===== src/hdl/gft_pkg.sv =====
`timescale 1ns / 1ps
// ----------------------------------------------------------------------------
// Grammar tokenizer package
// Shared constants, token kinds, character codes and small byte classifiers.
// ----------------------------------------------------------------------------
package gft_pkg;

  localparam int unsigned DEF_LINE_BITS   = 16;
  localparam int unsigned DEF_COLUMN_BITS = 12;
  localparam int unsigned DEF_QUEUE_DEPTH = 4;
  localparam int unsigned LEN_BITS        = 12;

  localparam logic [LEN_BITS-1:0] COUNT_MAX = '1;

  // Token kinds.
  localparam logic [3:0] TK_NONTERM = 4'd0;
  localparam logic [3:0] TK_DERIVE  = 4'd1;
  localparam logic [3:0] TK_OR      = 4'd2;
  localparam logic [3:0] TK_AND     = 4'd3;
  localparam logic [3:0] TK_NOT     = 4'd4;
  localparam logic [3:0] TK_SEMI    = 4'd5;
  localparam logic [3:0] TK_STRING  = 4'd6;
  localparam logic [3:0] TK_EPSILON = 4'd7;
  localparam logic [3:0] TK_EOF     = 4'd8;
  localparam logic [3:0] TK_INVALID = 4'd9;

  // Result kinds.
  localparam logic RK_LEXEME = 1'b0;
  localparam logic RK_TOKEN  = 1'b1;

  // Request kinds.
  localparam logic RQ_CHAR = 1'b0;
  localparam logic RQ_EOF  = 1'b1;

  // Character codes.
  localparam logic [7:0] CH_QUOTE  = 8'h22;
  localparam logic [7:0] CH_BSLASH = 8'h5C;
  localparam logic [7:0] CH_DASH   = 8'h2D;
  localparam logic [7:0] CH_GT     = 8'h3E;
  localparam logic [7:0] CH_BAR    = 8'h7C;
  localparam logic [7:0] CH_AMP    = 8'h26;
  localparam logic [7:0] CH_TILDE  = 8'h7E;
  localparam logic [7:0] CH_SEMI   = 8'h3B;
  localparam logic [7:0] CH_USCORE = 8'h5F;
  localparam logic [7:0] CH_LF     = 8'h0A;
  localparam logic [7:0] CH_CR     = 8'h0D;
  localparam logic [7:0] CH_SPACE  = 8'h20;
  localparam logic [7:0] CH_TAB    = 8'h09;
  localparam logic [7:0] CH_E      = 8'h65;

  localparam logic [LEN_BITS-1:0] KEYWORD_LEN = LEN_BITS'(7);

  // Queue status seen by the front and back ends.
  typedef struct packed {
    logic full;
    logic empty;
  } gft_qstat_t;

  function automatic logic is_ident(input logic [7:0] b);
    return (b >= 8'h30 && b <= 8'h39) || (b >= 8'h41 && b <= 8'h5A) ||
           (b >= 8'h61 && b <= 8'h7A) || (b == CH_USCORE);
  endfunction

  function automatic logic is_space(input logic [7:0] b);
    return (b == CH_SPACE) || (b >= CH_TAB && b <= CH_CR);
  endfunction

  // Letters of the word epsilon, by position.
  function automatic logic [7:0] kw_char(input logic [2:0] idx);
    logic [7:0] c;
    unique case (idx)
      3'd0:    c = 8'h65;
      3'd1:    c = 8'h70;
      3'd2:    c = 8'h73;
      3'd3:    c = 8'h69;
      3'd4:    c = 8'h6C;
      3'd5:    c = 8'h6F;
      3'd6:    c = 8'h6E;
      default: c = 8'h00;
    endcase
    return c;
  endfunction

  function automatic logic [LEN_BITS-1:0] count_inc(input logic [LEN_BITS-1:0] c);
    return (c == COUNT_MAX) ? c : c + LEN_BITS'(1);
  endfunction

endpackage


===== src/hdl/gft_front.sv =====
`timescale 1ns / 1ps
// ----------------------------------------------------------------------------
// Grammar tokenizer front end
// Accepts one byte or end mark per cycle while the queue is not full, tracks the
// scan state and builds the results of a request (none, one or two) as one queue entry.
// ----------------------------------------------------------------------------
module gft_front import gft_pkg::*; #(
  parameter int unsigned LINE_BITS   = DEF_LINE_BITS,
  parameter int unsigned COLUMN_BITS = DEF_COLUMN_BITS,
  localparam int unsigned RES_W      = 1 + 8 + 4 + LINE_BITS + COLUMN_BITS + LEN_BITS,
  localparam int unsigned ENT_W      = 2 * RES_W + 1
) (
  input  logic             clk_i,
  input  logic             rst_ni,
  input  logic             in_valid_i,
  output logic             in_ready_o,
  input  logic             in_eof_i,
  input  logic [7:0]       in_byte_i,
  input  gft_qstat_t       qstat_i,
  output logic             push_o,
  output logic [ENT_W-1:0] entry_o
);

  typedef enum logic [2:0] {
    MODE_IDLE   = 3'd0,
    MODE_IDENT  = 3'd1,
    MODE_STRING = 3'd2,
    MODE_ESCAPE = 3'd3,
    MODE_DASH   = 3'd4
  } mode_e;

  typedef struct packed {
    logic [LEN_BITS-1:0]    len;
    logic [COLUMN_BITS-1:0] col;
    logic [LINE_BITS-1:0]   line;
    logic [3:0]             tok;
    logic [7:0]             lex;
    logic                   kind;
  } res_t;

  mode_e                  mode_q, mode_d;
  logic [LINE_BITS-1:0]   line_q, line_d, sline_q, sline_d;
  logic [COLUMN_BITS-1:0] col_q, col_d, scol_q, scol_d;
  logic [LEN_BITS-1:0]    count_q, count_d, cnt1, cnt2;
  logic                   kw_q, kw_d;
  logic                   accept;
  logic                   a_v, b_v, idle_go;
  res_t                   res_a, res_b;

  function automatic res_t mk(input logic kind, input logic [7:0] lex,
                              input logic [3:0] tok, input logic [LINE_BITS-1:0] line,
                              input logic [COLUMN_BITS-1:0] col,
                              input logic [LEN_BITS-1:0] len);
    res_t r;
    r.kind = kind;
    r.lex  = lex;
    r.tok  = tok;
    r.line = line;
    r.col  = col;
    r.len  = len;
    return r;
  endfunction

  assign in_ready_o = ~qstat_i.full;
  assign accept     = in_valid_i & in_ready_o;
  assign cnt1       = count_inc(count_q);
  assign cnt2       = count_inc(cnt1);

  always_comb begin
    mode_d  = mode_q;
    line_d  = line_q;
    col_d   = col_q;
    sline_d = sline_q;
    scol_d  = scol_q;
    count_d = count_q;
    kw_d    = kw_q;
    a_v     = 1'b0;
    b_v     = 1'b0;
    idle_go = 1'b0;
    res_a   = '0;
    res_b   = '0;

    if (in_eof_i) begin
      // Close whatever is open, then report the end mark at the current position.
      unique case (mode_q)
        MODE_IDENT: begin
          a_v = 1'b1;
          if (kw_q && count_q == KEYWORD_LEN) begin
            res_a = mk(RK_TOKEN, 8'h00, TK_EPSILON, sline_q, scol_q, '0);
          end else begin
            res_a = mk(RK_TOKEN, 8'h00, TK_NONTERM, sline_q, scol_q, count_q);
          end
        end
        MODE_STRING, MODE_ESCAPE: begin
          a_v   = 1'b1;
          res_a = mk(RK_TOKEN, 8'h00, TK_INVALID, sline_q, scol_q, count_q);
        end
        MODE_DASH: begin
          a_v   = 1'b1;
          res_a = mk(RK_TOKEN, CH_DASH, TK_INVALID, sline_q, scol_q, LEN_BITS'(1));
        end
        default: begin
        end
      endcase
      mode_d = MODE_IDLE;
      b_v    = 1'b1;
      res_b  = mk(RK_TOKEN, 8'h00, TK_EOF, line_q, col_q, '0);
    end else begin
      unique case (mode_q)
        MODE_IDENT: begin
          if (is_ident(in_byte_i)) begin
            count_d = cnt1;
            kw_d    = kw_q && (count_q < KEYWORD_LEN) &&
                      (kw_char(count_q[2:0]) == in_byte_i);
            a_v     = 1'b1;
            res_a   = mk(RK_LEXEME, in_byte_i, TK_NONTERM, sline_q, scol_q, cnt1);
          end else begin
            a_v = 1'b1;
            if (kw_q && count_q == KEYWORD_LEN) begin
              res_a = mk(RK_TOKEN, 8'h00, TK_EPSILON, sline_q, scol_q, '0);
            end else begin
              res_a = mk(RK_TOKEN, 8'h00, TK_NONTERM, sline_q, scol_q, count_q);
            end
            mode_d  = MODE_IDLE;
            idle_go = 1'b1;
          end
        end
        MODE_STRING: begin
          if (in_byte_i == CH_QUOTE) begin
            a_v    = 1'b1;
            mode_d = MODE_IDLE;
            if (count_q == '0) begin
              res_a = mk(RK_TOKEN, 8'h00, TK_EPSILON, sline_q, scol_q, '0);
            end else begin
              res_a = mk(RK_TOKEN, 8'h00, TK_STRING, sline_q, scol_q, count_q);
            end
          end else if (in_byte_i == CH_BSLASH) begin
            mode_d = MODE_ESCAPE;
          end else begin
            count_d = cnt1;
            a_v     = 1'b1;
            res_a   = mk(RK_LEXEME, in_byte_i, TK_STRING, sline_q, scol_q, cnt1);
          end
        end
        MODE_ESCAPE: begin
          mode_d  = MODE_STRING;
          count_d = cnt1;
          a_v     = 1'b1;
          if (in_byte_i == CH_QUOTE) begin
            res_a = mk(RK_LEXEME, CH_QUOTE, TK_STRING, sline_q, scol_q, cnt1);
          end else begin
            // Backslash kept; a second one escapes anew, other bytes are plain input.
            res_a = mk(RK_LEXEME, CH_BSLASH, TK_STRING, sline_q, scol_q, cnt1);
            if (in_byte_i == CH_BSLASH) begin
              mode_d = MODE_ESCAPE;
            end else begin
              count_d = cnt2;
              b_v     = 1'b1;
              res_b   = mk(RK_LEXEME, in_byte_i, TK_STRING, sline_q, scol_q, cnt2);
            end
          end
        end
        MODE_DASH: begin
          mode_d = MODE_IDLE;
          a_v    = 1'b1;
          if (in_byte_i == CH_GT) begin
            res_a = mk(RK_TOKEN, 8'h00, TK_DERIVE, sline_q, scol_q, LEN_BITS'(2));
          end else begin
            res_a   = mk(RK_TOKEN, CH_DASH, TK_INVALID, sline_q, scol_q, LEN_BITS'(1));
            idle_go = 1'b1;
          end
        end
        default: begin
          mode_d  = MODE_IDLE;
          idle_go = 1'b1;
        end
      endcase

      // Scan the byte as the first byte of a new token.
      if (idle_go && !is_space(in_byte_i)) begin
        if (is_ident(in_byte_i)) begin
          sline_d = line_q;
          scol_d  = col_q;
          count_d = LEN_BITS'(1);
          kw_d    = (in_byte_i == CH_E);
          mode_d  = MODE_IDENT;
          b_v     = 1'b1;
          res_b   = mk(RK_LEXEME, in_byte_i, TK_NONTERM, line_q, col_q, LEN_BITS'(1));
        end else if (in_byte_i == CH_QUOTE) begin
          sline_d = line_q;
          scol_d  = col_q;
          count_d = '0;
          mode_d  = MODE_STRING;
        end else if (in_byte_i == CH_DASH) begin
          sline_d = line_q;
          scol_d  = col_q;
          count_d = '0;
          mode_d  = MODE_DASH;
        end else begin
          b_v = 1'b1;
          priority if (in_byte_i == CH_BAR) begin
            res_b = mk(RK_TOKEN, 8'h00, TK_OR, line_q, col_q, LEN_BITS'(1));
          end else if (in_byte_i == CH_AMP) begin
            res_b = mk(RK_TOKEN, 8'h00, TK_AND, line_q, col_q, LEN_BITS'(1));
          end else if (in_byte_i == CH_TILDE) begin
            res_b = mk(RK_TOKEN, 8'h00, TK_NOT, line_q, col_q, LEN_BITS'(1));
          end else if (in_byte_i == CH_SEMI) begin
            res_b = mk(RK_TOKEN, 8'h00, TK_SEMI, line_q, col_q, LEN_BITS'(1));
          end else begin
            res_b = mk(RK_TOKEN, in_byte_i, TK_INVALID, line_q, col_q, LEN_BITS'(1));
          end
        end
      end

      // Position of the next byte.
      if (in_byte_i == CH_LF || in_byte_i == CH_CR) begin
        line_d = (line_q == '1) ? line_q : line_q + LINE_BITS'(1);
        col_d  = COLUMN_BITS'(1);
      end else if (col_q != '1) begin
        col_d = col_q + COLUMN_BITS'(1);
      end
    end
  end

  assign push_o  = accept & (a_v | b_v);
  assign entry_o = a_v ? {b_v, res_b, res_a} : {1'b0, res_b, res_b};

  always_ff @(posedge clk_i or negedge rst_ni) begin
    if (!rst_ni) begin
      mode_q  <= MODE_IDLE;
      line_q  <= LINE_BITS'(1);
      col_q   <= COLUMN_BITS'(1);
      sline_q <= LINE_BITS'(1);
      scol_q  <= COLUMN_BITS'(1);
      count_q <= '0;
      kw_q    <= 1'b1;
    end else if (accept) begin
      mode_q  <= mode_d;
      line_q  <= line_d;
      col_q   <= col_d;
      sline_q <= sline_d;
      scol_q  <= scol_d;
      count_q <= count_d;
      kw_q    <= kw_d;
    end
  end

  a_eof_idle: assert property (@(posedge clk_i) disable iff (!rst_ni)
    (accept && in_eof_i) |=> (mode_q == MODE_IDLE))
    else $error("scan mode not idle after end mark");

  a_eof_push: assert property (@(posedge clk_i) disable iff (!rst_ni)
    (accept && in_eof_i) |-> push_o)
    else $error("end mark produced no results");

endmodule


===== src/hdl/gft_queue.sv =====
`timescale 1ns / 1ps
// ----------------------------------------------------------------------------
// Grammar tokenizer result queue
// Small first-in first-out buffer of result entries between front and back.
// ----------------------------------------------------------------------------
module gft_queue import gft_pkg::*; #(
  parameter int unsigned WIDTH = 8,
  parameter int unsigned DEPTH = DEF_QUEUE_DEPTH
) (
  input  logic             clk_i,
  input  logic             rst_ni,
  input  logic             push_i,
  input  logic [WIDTH-1:0] wdata_i,
  input  logic             pop_i,
  output logic [WIDTH-1:0] rdata_o,
  output gft_qstat_t       qstat_o
);

  localparam int unsigned PTR_W = $clog2(DEPTH);
  localparam int unsigned CNT_W = $clog2(DEPTH + 1);
  localparam logic [PTR_W-1:0] PTR_LAST = PTR_W'(DEPTH - 1);
  localparam logic [CNT_W-1:0] CNT_FULL = CNT_W'(DEPTH);

  logic [WIDTH-1:0] mem_q [DEPTH];
  logic [PTR_W-1:0] wr_q, rd_q;
  logic [CNT_W-1:0] cnt_q;

  assign rdata_o       = mem_q[rd_q];
  assign qstat_o.full  = (cnt_q == CNT_FULL);
  assign qstat_o.empty = (cnt_q == '0);

  always_ff @(posedge clk_i) begin
    if (push_i) begin
      mem_q[wr_q] <= wdata_i;
    end
  end

  always_ff @(posedge clk_i or negedge rst_ni) begin
    if (!rst_ni) begin
      wr_q  <= '0;
      rd_q  <= '0;
      cnt_q <= '0;
    end else begin
      if (push_i) begin
        wr_q <= (wr_q == PTR_LAST) ? '0 : wr_q + PTR_W'(1);
      end
      if (pop_i) begin
        rd_q <= (rd_q == PTR_LAST) ? '0 : rd_q + PTR_W'(1);
      end
      if (push_i && !pop_i) begin
        cnt_q <= cnt_q + CNT_W'(1);
      end else if (pop_i && !push_i) begin
        cnt_q <= cnt_q - CNT_W'(1);
      end
    end
  end

  a_no_overflow: assert property (@(posedge clk_i) disable iff (!rst_ni)
    !(push_i && qstat_o.full))
    else $error("push into a full queue");

  a_no_underflow: assert property (@(posedge clk_i) disable iff (!rst_ni)
    !(pop_i && qstat_o.empty))
    else $error("pop from an empty queue");

endmodule


===== src/hdl/gft_back.sv =====
`timescale 1ns / 1ps
// ----------------------------------------------------------------------------
// Grammar tokenizer back end
// Holds one queue entry and sends its one or two results out in order.
// ----------------------------------------------------------------------------
module gft_back import gft_pkg::*; #(
  parameter int unsigned RES_W  = 53,
  parameter int unsigned OUT_DW = 56,
  localparam int unsigned ENT_W = 2 * RES_W + 1
) (
  input  logic              clk_i,
  input  logic              rst_ni,
  input  gft_qstat_t        qstat_i,
  input  logic [ENT_W-1:0]  entry_i,
  output logic              pop_o,
  output logic              out_valid_o,
  input  logic              out_ready_i,
  output logic [OUT_DW-1:0] out_data_o,
  output logic              out_user_o,
  output logic              out_last_o
);

  logic [ENT_W-1:0] entry_q;
  logic             valid_q, phase_q;
  logic [RES_W-1:0] cur;
  logic             beat, last_beat, load;

  assign cur       = phase_q ? entry_q[2*RES_W-1:RES_W] : entry_q[RES_W-1:0];
  assign last_beat = phase_q | ~entry_q[2*RES_W];
  assign beat      = valid_q & out_ready_i;
  assign load      = ~valid_q | (beat & last_beat);
  assign pop_o     = load & ~qstat_i.empty;

  assign out_valid_o = valid_q;
  assign out_data_o  = OUT_DW'(cur[RES_W-1:1]);
  assign out_user_o  = cur[0];
  assign out_last_o  = last_beat;

  always_ff @(posedge clk_i) begin
    if (pop_o) begin
      entry_q <= entry_i;
    end
  end

  always_ff @(posedge clk_i or negedge rst_ni) begin
    if (!rst_ni) begin
      valid_q <= 1'b0;
      phase_q <= 1'b0;
    end else if (load) begin
      valid_q <= ~qstat_i.empty;
      phase_q <= 1'b0;
    end else if (beat) begin
      phase_q <= 1'b1;
    end
  end

  a_second_follows: assert property (@(posedge clk_i) disable iff (!rst_ni)
    (beat && !last_beat) |=> (valid_q && phase_q))
    else $error("second result of an entry was lost");

endmodule


===== src/hdl/grammar_file_tokenizer.sv =====
`timescale 1ns / 1ps
// ----------------------------------------------------------------------------
// Grammar file tokenizer
// Streaming lexer for BNF-style grammar text, one byte or end mark a request.
// ----------------------------------------------------------------------------
// The block takes grammar text as a stream of requests, each either a text
// byte (tuser low, byte in tdata) or an end-of-file mark (tuser high), and
// returns a stream of results. Identifier and string content bytes come out
// as lexeme results while the token is being built, followed by one token
// result with its kind, 1-based start line and column and its length; the
// word epsilon and the empty string give an epsilon token of length 0, and a
// consumer drops the lexeme results that went before it. A request causes
// zero, one or two results, and tlast marks the last result of a request.
// A request is accepted every cycle while the result queue has room, so text
// can stream at one byte per clock. Results leave at one per clock while
// tready is high, so the output port sets the sustained rate, and the queue
// absorbs short bursts of requests that cause two results. When the queue
// and the output register are empty, the first result of a request passes
// through the queue and then the back-end entry register before it is
// offered. End of file closes any open token and gives an eof token at the
// current position; the position is kept, so more text may follow. Line,
// column and length counters saturate at their maximum.
// ----------------------------------------------------------------------------
module grammar_file_tokenizer import gft_pkg::*; #(
  parameter int unsigned LINE_BITS   = DEF_LINE_BITS,
  parameter int unsigned COLUMN_BITS = DEF_COLUMN_BITS,
  parameter int unsigned QUEUE_DEPTH = DEF_QUEUE_DEPTH,
  localparam int unsigned RES_W      = 1 + 8 + 4 + LINE_BITS + COLUMN_BITS + LEN_BITS,
  localparam int unsigned OUT_DW     = ((RES_W - 1 + 7) / 8) * 8
) (
  input  logic              clk_i,
  input  logic              rst_ni,
  // Request stream.
  input  logic              s_axis_tvalid,
  output logic              s_axis_tready,
  input  logic [7:0]        s_axis_tdata,  // char_byte
  input  logic              s_axis_tuser,  // req_type
  // Result stream.
  output logic              m_axis_tvalid,
  input  logic              m_axis_tready,
  // From bit 0 up: lexeme_byte, token_kind, start_line, start_column,
  // lexeme_length, zero fill.
  output logic [OUT_DW-1:0] m_axis_tdata,
  output logic              m_axis_tuser,  // result_kind
  output logic              m_axis_tlast   // last_result
);

  localparam int unsigned ENT_W = 2 * RES_W + 1;

  // Entries carry {second result valid, second result, first result}; each
  // result is packed with result_kind in bit 0 and the tdata fields above it.
  gft_qstat_t       qstat;
  logic             push, pop;
  logic [ENT_W-1:0] wr_entry, rd_entry;

  // Front end: scan state, position tracking and result building.
  gft_front #(
    .LINE_BITS   (LINE_BITS),
    .COLUMN_BITS (COLUMN_BITS)
  ) u_front (
    .clk_i      (clk_i),
    .rst_ni     (rst_ni),
    .in_valid_i (s_axis_tvalid),
    .in_ready_o (s_axis_tready),
    .in_eof_i   (s_axis_tuser),
    .in_byte_i  (s_axis_tdata),
    .qstat_i    (qstat),
    .push_o     (push),
    .entry_o    (wr_entry)
  );

  // Queue that lets the scanner run on while results wait on the output.
  gft_queue #(
    .WIDTH (ENT_W),
    .DEPTH (QUEUE_DEPTH)
  ) u_queue (
    .clk_i   (clk_i),
    .rst_ni  (rst_ni),
    .push_i  (push),
    .wdata_i (wr_entry),
    .pop_i   (pop),
    .rdata_o (rd_entry),
    .qstat_o (qstat)
  );

  // Back end: serializes each entry onto the result stream.
  gft_back #(
    .RES_W  (RES_W),
    .OUT_DW (OUT_DW)
  ) u_back (
    .clk_i       (clk_i),
    .rst_ni      (rst_ni),
    .qstat_i     (qstat),
    .entry_i     (rd_entry),
    .pop_o       (pop),
    .out_valid_o (m_axis_tvalid),
    .out_ready_i (m_axis_tready),
    .out_data_o  (m_axis_tdata),
    .out_user_o  (m_axis_tuser),
    .out_last_o  (m_axis_tlast)
  );

endmodule

===== config.mk =====
export PLATFORM = sky130hd
export DESIGN_NAME = grammar_file_tokenizer
export DESIGN_NICKNAME = d
export VERILOG_FILES = /design/src/hdl/gft_pkg.sv /design/src/hdl/gft_front.sv /design/src/hdl/gft_queue.sv /design/src/hdl/gft_back.sv /design/src/hdl/grammar_file_tokenizer.sv
export SDC_FILE = /design/constraint.sdc
export NUM_CORES = 1
export LEC_CHECK = 0
export BUFFER_PORTS_ARGS = -buffer_cell sky130_fd_sc_hd__buf_2
export CORE_MARGIN = 3
export CORE_UTILIZATION = 30
export CTS_CLUSTER_SIZE = 8
export DETAILED_ROUTE_END_ITERATION = 16
export GPL_TIMING_DRIVEN = 0
export PLACE_DENSITY_LB_ADDON = 0.1
export SYNTH_ARGS = -nofsm -noshare
export SYNTH_HDL_FRONTEND = slang
export SYNTH_HIERARCHICAL = 1
export SYNTH_SLANG_ARGS = --single-unit

===== constraint.sdc =====
create_clock -name clk_i -period 10.1 [get_ports clk_i]
set_clock_uncertainty 0.15 [all_clocks]
set_input_delay 0 -clock clk_i [delete_from_list [all_inputs] [get_ports clk_i]]
set_output_delay 0 -clock clk_i [all_outputs]
set_load 0.01 [all_outputs]

# --- Yosys cells after proc, flatten, opt, wreduce, memory -nomap -nowiden ---
# Memories as Yosys holds them, arrays and structs flattened. A register that Yosys moved wholly into a read port is not among the register bits.
# Cells that the tools add are included.
# W data, S select, Z words.
totals:
  word_cells: 195
  regBits: 81
  ram_bits: 428
  input_bits: 13
  memories: 1
classes:
  n_reduce_logical: 32
  bitwise_logic: 14
  order_cmp: 9
  addsub: 8
  n_mux: 87
  n_eq_ne: 32
mem_list:
  columns: ["name", "words", "word_bits", "read_ports", "rd_ports_with_merged_regs", "wr", "line_no", "rtl"]
  rows:
  - ["u_queue.mem_q", 4, 107, 1, 1, 1, "gft_queue.sv:24", "logic [WIDTH-1:0] mem_q [DEPTH];"]
ops:
  columns: ["op", "count"]
  rows:
  - ["$mux W53", 15]
  - ["$pmux W53 S4", 1]
  - ["$mux W12", 16]
  - ["$pmux W53 S3", 1]
  - ["$mux W107", 1]
  - ["$mux W13", 4]
  - ["$pmux W7 S7", 1]
  - ["$eq A8 B6 Y1 const B", 6]
  - ["$mux W16", 3]
  - ["$mux W43", 1]
  - ["$eq A8 B7 Y1 const B", 5]
  - ["$add A12 B1 Y12 const B", 3]
  - ["$pmux W12 S3", 1]
  - ["$mux W3", 11]
  - ["$mux W8", 4]
  - ["$eq A12 B12 Y1 const B", 2]
  - ["$mux W1", 23]
  - ["$add A16 B1 Y16 const B", 1]
  - ["$eq A16 B16 Y1 const B", 1]
  - ["$eq A8 B4 Y1 const B", 2]
  - ["$ge A8 B7 Y1 const B", 2]
  - ["$le A8 B7 Y1 const B", 2]
  - ["$eq A3 B3 Y1 const B", 5]
  - ["$eq A12 B3 Y1 const B", 1]
  - ["33 further kinds", 70]

# --- Depth between registers and ports, before layout ---
logic_depth:
  depth_word: 17
  depth_mapped: 14
  ltp_nobuf: 13

# --- Hierarchy ---
# Netlist, hierarchy kept.
modules_own_cells:
  columns: ["module", "area_each_um2", "seq_area_each_um2", "cells_per_inst", "n_inst"]
  rows:
  - ["gft_queue", 15835.2, 13027.5, 595, 1]
  - ["gft_front", 6575.1, 1808.0, 930, 1]
  - ["gft_back", 4246.6, 3263.1, 181, 1]

# --- Least setup slack after synthesis ---
# Ideal clock, no wire load.
synth_path:
  kind: "reg-to-reg"
  start: "register u_queue.cnt_q[0]"
  end: "register u_queue.cnt_q[1]"
  path_stages_with_launch: 8
  t_arrival_ps: 7077
  setup_ps: 125
  period_less_slack_ps: 7352
  path_slack_ps: 2748
  n_path_buf: 0
  path_cell_list: "dfrtp_1 -> nor3_1 -> o2bb2ai_1 -> inv_1 -> ha_1 -> inv_1 -> fa_1 -> mux2_2"
synth_rtl:
  columns: ["element", "line_no", "rtl"]
  rows:
  - ["from (decl)", "gft_queue.sv:26", "logic [CNT_W-1:0] cnt_q;"]
  - ["from (signal assigned)", "gft_queue.sv:51", "cnt_q <= cnt_q + CNT_W'(1);"]
  - ["from (signal assigned)", "gft_queue.sv:53", "cnt_q <= cnt_q - CNT_W'(1);"]

# --- Final worst setup path ---
layout_path:
  start: "register u_front.count_q[10]"
  end: "memory u_queue/mem_q[3][98] (netlist name), data pin"
layout_between:
  elab_chain_len: 13
  word_cells_on_any_way: 15
layout_rtl:
  columns: ["element", "line_no", "rtl"]
  rows:
  - ["from (decl)", "gft_front.sv:44", "logic [LEN_BITS-1:0] count_q, count_d, cnt1, cnt2;"]
  - ["from (signal assigned)", "gft_front.sv:243", "count_q <= count_d;"]
  - ["$eq A12 B12 Y1 / $add A12 B1 Y12 (equally long branches)", "gft_pkg.sv:85", "return (c == COUNT_MAX) ? c : c + LEN_BITS'(1);"]
  - ["$mux W12 (*)", "gft_pkg.sv:85", null]
  - ["$add A12 B1 Y12 / $eq A12 B12 Y1 (equally long branches)", "gft_pkg.sv:85", null]
  - ["$mux W12 (*)", "gft_pkg.sv:85", null]
  - ["$mux W53 (*)", "gft_front.sv:154", "if (in_byte_i == CH_BSLASH) begin"]
  - ["$mux W53 (*)", "gft_front.sv:149", "if (in_byte_i == CH_QUOTE) begin"]
  - ["$mux W53 (*)", "gft_front.sv:109", "unique case (mode_q)"]
  - ["$mux W53", "gft_front.sv:194", "end else if (in_byte_i == CH_DASH) begin"]
  - ["$mux W53", "gft_front.sv:189", "end else if (in_byte_i == CH_QUOTE) begin"]
  - ["$mux W53", "gft_front.sv:181", "if (is_ident(in_byte_i)) begin"]
  - ["$mux W53 (*)", "gft_front.sv:180", "if (idle_go && !is_space(in_byte_i)) begin"]
  - ["$mux W53 (*)", "gft_front.sv:83", "if (in_eof_i) begin"]
  - ["$mux W107 (*)", "gft_front.sv:226", "assign entry_o = a_v ? {b_v, res_b, res_a} : {1'b0, res_b, res_b};"]
  - ["named net wr_entry[98]", "grammar_file_tokenizer.sv:54", "logic [ENT_W-1:0] wr_entry, rd_entry;"]
  - ["to (decl)", "gft_queue.sv:24", null]
# Mark *: on every way through the listed nets, which the timed path passes. The rest lies on a longest branch.

==> reports/metrics.csv <==
metric,value,unit
critPathMostFrequentCell,nor2_1,
grt_antenna_before_repair,1,
track_usage,15.4,%
synth_top_area_cell,edfxtp_1,
num_io_pins,73,
cts_buffers,87,
die_y,304,um
fin_crit_sh,49.3,%
maxCapViolCount,0,
slew_headroom,7.97,%
overflow,0,
netlist_area,26700,um^2
clock.fmax,201,MHz
ctsHoldBuffers,13,
grt_pass1_vias,16170,
p_sw,2.64,mW
clock_power_share,30.0,%
grt_max_degree,65,
layout_commonest_cell,edfxtp_1,
min_period,4.98,ns
regArea,18100,um^2
fin_nets,1920,
clkSlewWorstSetupHoldPaths,0.06,ns
p_leak,10.9,nW
hold_depth,6,
post_drt_wl_per_cell,23.1,um
hold_start,s_axis_tdata[5],
ys.flop_type,edfxtp_1,
report.final.slew_viol_count,0,
ant_nets,0,
ctsResizeCount,0,
cp_max_fo,10,
grt_pass1_wl,107000,um
clock_path_buffers,3,
clk_latency,0.62,ns
start_util,30.5,%
yosys.cell_types.count,80,
rr_worst_depth,11,
post-cts-setup-buffer-count,0,
critical_path_required,10.32,ns
area_growth,18.3,%
die-width,304,um
dp.cells,2946,
final_cell_mix,"edfxtp_1, nand2_1, o21ai_0",
worstSetupStartpointType,flip-flop,
cts_sinks,616,
seqPwrFrac,42.0,%
synth_edf_count,535,
wl,71800,um
stdcell_count,3112,
cts_tree,yes,
critPathLaunch,u_front/count_q[10]$_DFFE_PN0P_,
p_int,6.32,mW
drt_iter0_markers,910,
seq_area_frac_synth,67.9,%
viasPerCell,4.99,
synth-seq-cells,616,
status,finished clean,
hpwlAfterDp,47300,um
nFillCells,8278,
rows,108,
first_pass_iters,5,
tightest_slew,1.38,ns
cp.arrival,5.20,ns
p_sw_share,29.5,%
p_per_area,284,nW/um^2
syn_area_per_cell,15.6,um^2
core,87400,um^2
setup-violations-final,0,
power_frac_comb,28.0,%
rsz0062_at_grt,false,
dieArea,92500,um^2
tns,0,ns
r2r_start,u_front/count_q[10]$_DFFE_PN0P_,
cp_cell_sequence,"nand3_1, nor4_1, nor2_1, nor2_1, ha_1, or3b_4, a2111oi_4, nor4b_4, buf_6, nor3_1, a211oi_1",
synth_top_area_share,60.3,%
hold_violations,0,
synthCells,1706,
cp_slowest_cell,nor4_1,
layout-drive-gt1-share,22.0,%
yosys_warnings,6,
critPathMaxStageDelay,0.80,ns
num_vias,15524,
cts-root-buf,clkbuf_16,
routabilityCongestion,0.862,
path_class,flip-flop to flip-flop,
irDropWorstVdd,134,uV
endpoint_kind,flip-flop,
multi_input_area,7830,um^2
cts_max_level,3,
worst_hold_path_type,input pin to flip-flop,
drc,0,
portBuffers,66,
synth.area.top_cells,"edfxtp_1, mux4_2, dfrtp_1",
async_reset_ff_share,13.1,%
-- power by group through the flow --
| stage | Clock [mW] | Combinational [mW] | Sequential, mW |
|---|---|---|---|
| after CTS | 2.80 | 2.61 | 3.77 |
| final | 2.69 | 2.51 | 3.76 |
| after floorplan | 0 | 1.65 | 3.83 |
| after global routing | 2.90 | 2.74 | 3.82 |
| after detailed placement | 0 | 2.60 | 3.81 |
| after global placement | 0 | 2.48 | 3.96 |
-- routing by layer --
layer / track usage (%) / vias to the layer above / wire [um]
met5: 0 / - / 0
met4: 4.34 / 0 / 1450
met3: 2.85 / 108 / 3170
met2: 25.6 / 342 / 34800
met1: 20.8 / 8065 / 32300
li1: - / 7009 / -
-- path summary, 6_finish.rpt --
path,end,slack [ns]
setup / recovery,u_queue/mem_q[3][98]$_DFFE_PP_,5.12
hold / removal,u_front/col_q[2]$_DFFE_PN0P_,0.06
setup reg to reg,u_queue/mem_q[3][98]$_DFFE_PP_,5.12
hold reg to reg,u_front/kw_q$_DFFE_PN1P_,0.31
max in group asynchronous,u_front/scol_q[0]$_DFFE_PN1P_,9.01
min in group asynchronous,u_front/count_q[8]$_DFFE_PN0P_,0.36
-- kinds of logic after synthesis --
logic type | synth area share, %
compound gates | 6.61
xor+xnor | 1.18
buf+inv | 2.90
other cells | 0.0141
flops | 67.9
simple gates | 8.00
mux | 12.7
fa+ha+maj | 0.685
-- synth_stat cells (all sizes together) (20+ instances only) --
cell,count
edfxtp,535
nand2,164
o21ai,133
mux4,107
nor2,82
dfrtp,76
mux2,61
buf,53
a21oi,48
clkbuf,46
inv,44
nor3,33
nand3,28
xor2,20
-- registers in the layout, summed over array words and instances (netlist names) --
name and count:
u_queue/mem_q 428, u_back/entry_q 107, u_front/line_q 16, u_front/sline_q 16, u_front/col_q 12, u_front/count_q 12, u_front/scol_q 12, u_front/mode_q 3
u_queue/cnt_q 3, u_queue/rd_q 2, u_queue/wr_q 2, u_back/out_valid_o 1, u_back/phase_q 1, u_front/kw_q 1
-- stage by stage --
stage                     total power, mW  hold WS [ns]  cell area, um^2  worst slack, ns  utilization, %
final                                8.96        0.0607            31500             5.12            36.1
after global routing                 9.46        0.0880            31500             4.77            36.1
after CTS                            9.17       0.00297            31500             4.98            36.1
after detailed placement             6.41        -0.191            28800             5.00            33.0
after global placement               6.44        0.0769            28400            -2.17            32.5
after floorplan                      5.48        -0.446            26700             2.75               -
-- final cells by class --
cell class	count	area share, %
timing repair buffer	95	2.66
tap	1155	4.58
clock buffer	143	7.57
sequential	616	57.4
clock inverter	9	0.484
inverter	44	0.524
multi-input combinational	950	24.8
buffer	99	1.93
antenna	1	0.00794
-- critical path: cells and delay by family, from the launching register on --
kind	cells	cell delay, ns
AO/OA/AOI/OAI	2	0.87
buffers and inverters	1	0.22
flip-flops	1	0.51
AND/OR/NAND/NOR	7	2.63
adder cells (fa/ha/maj)	1	0.35
Power figures use the tool's default switching activity.
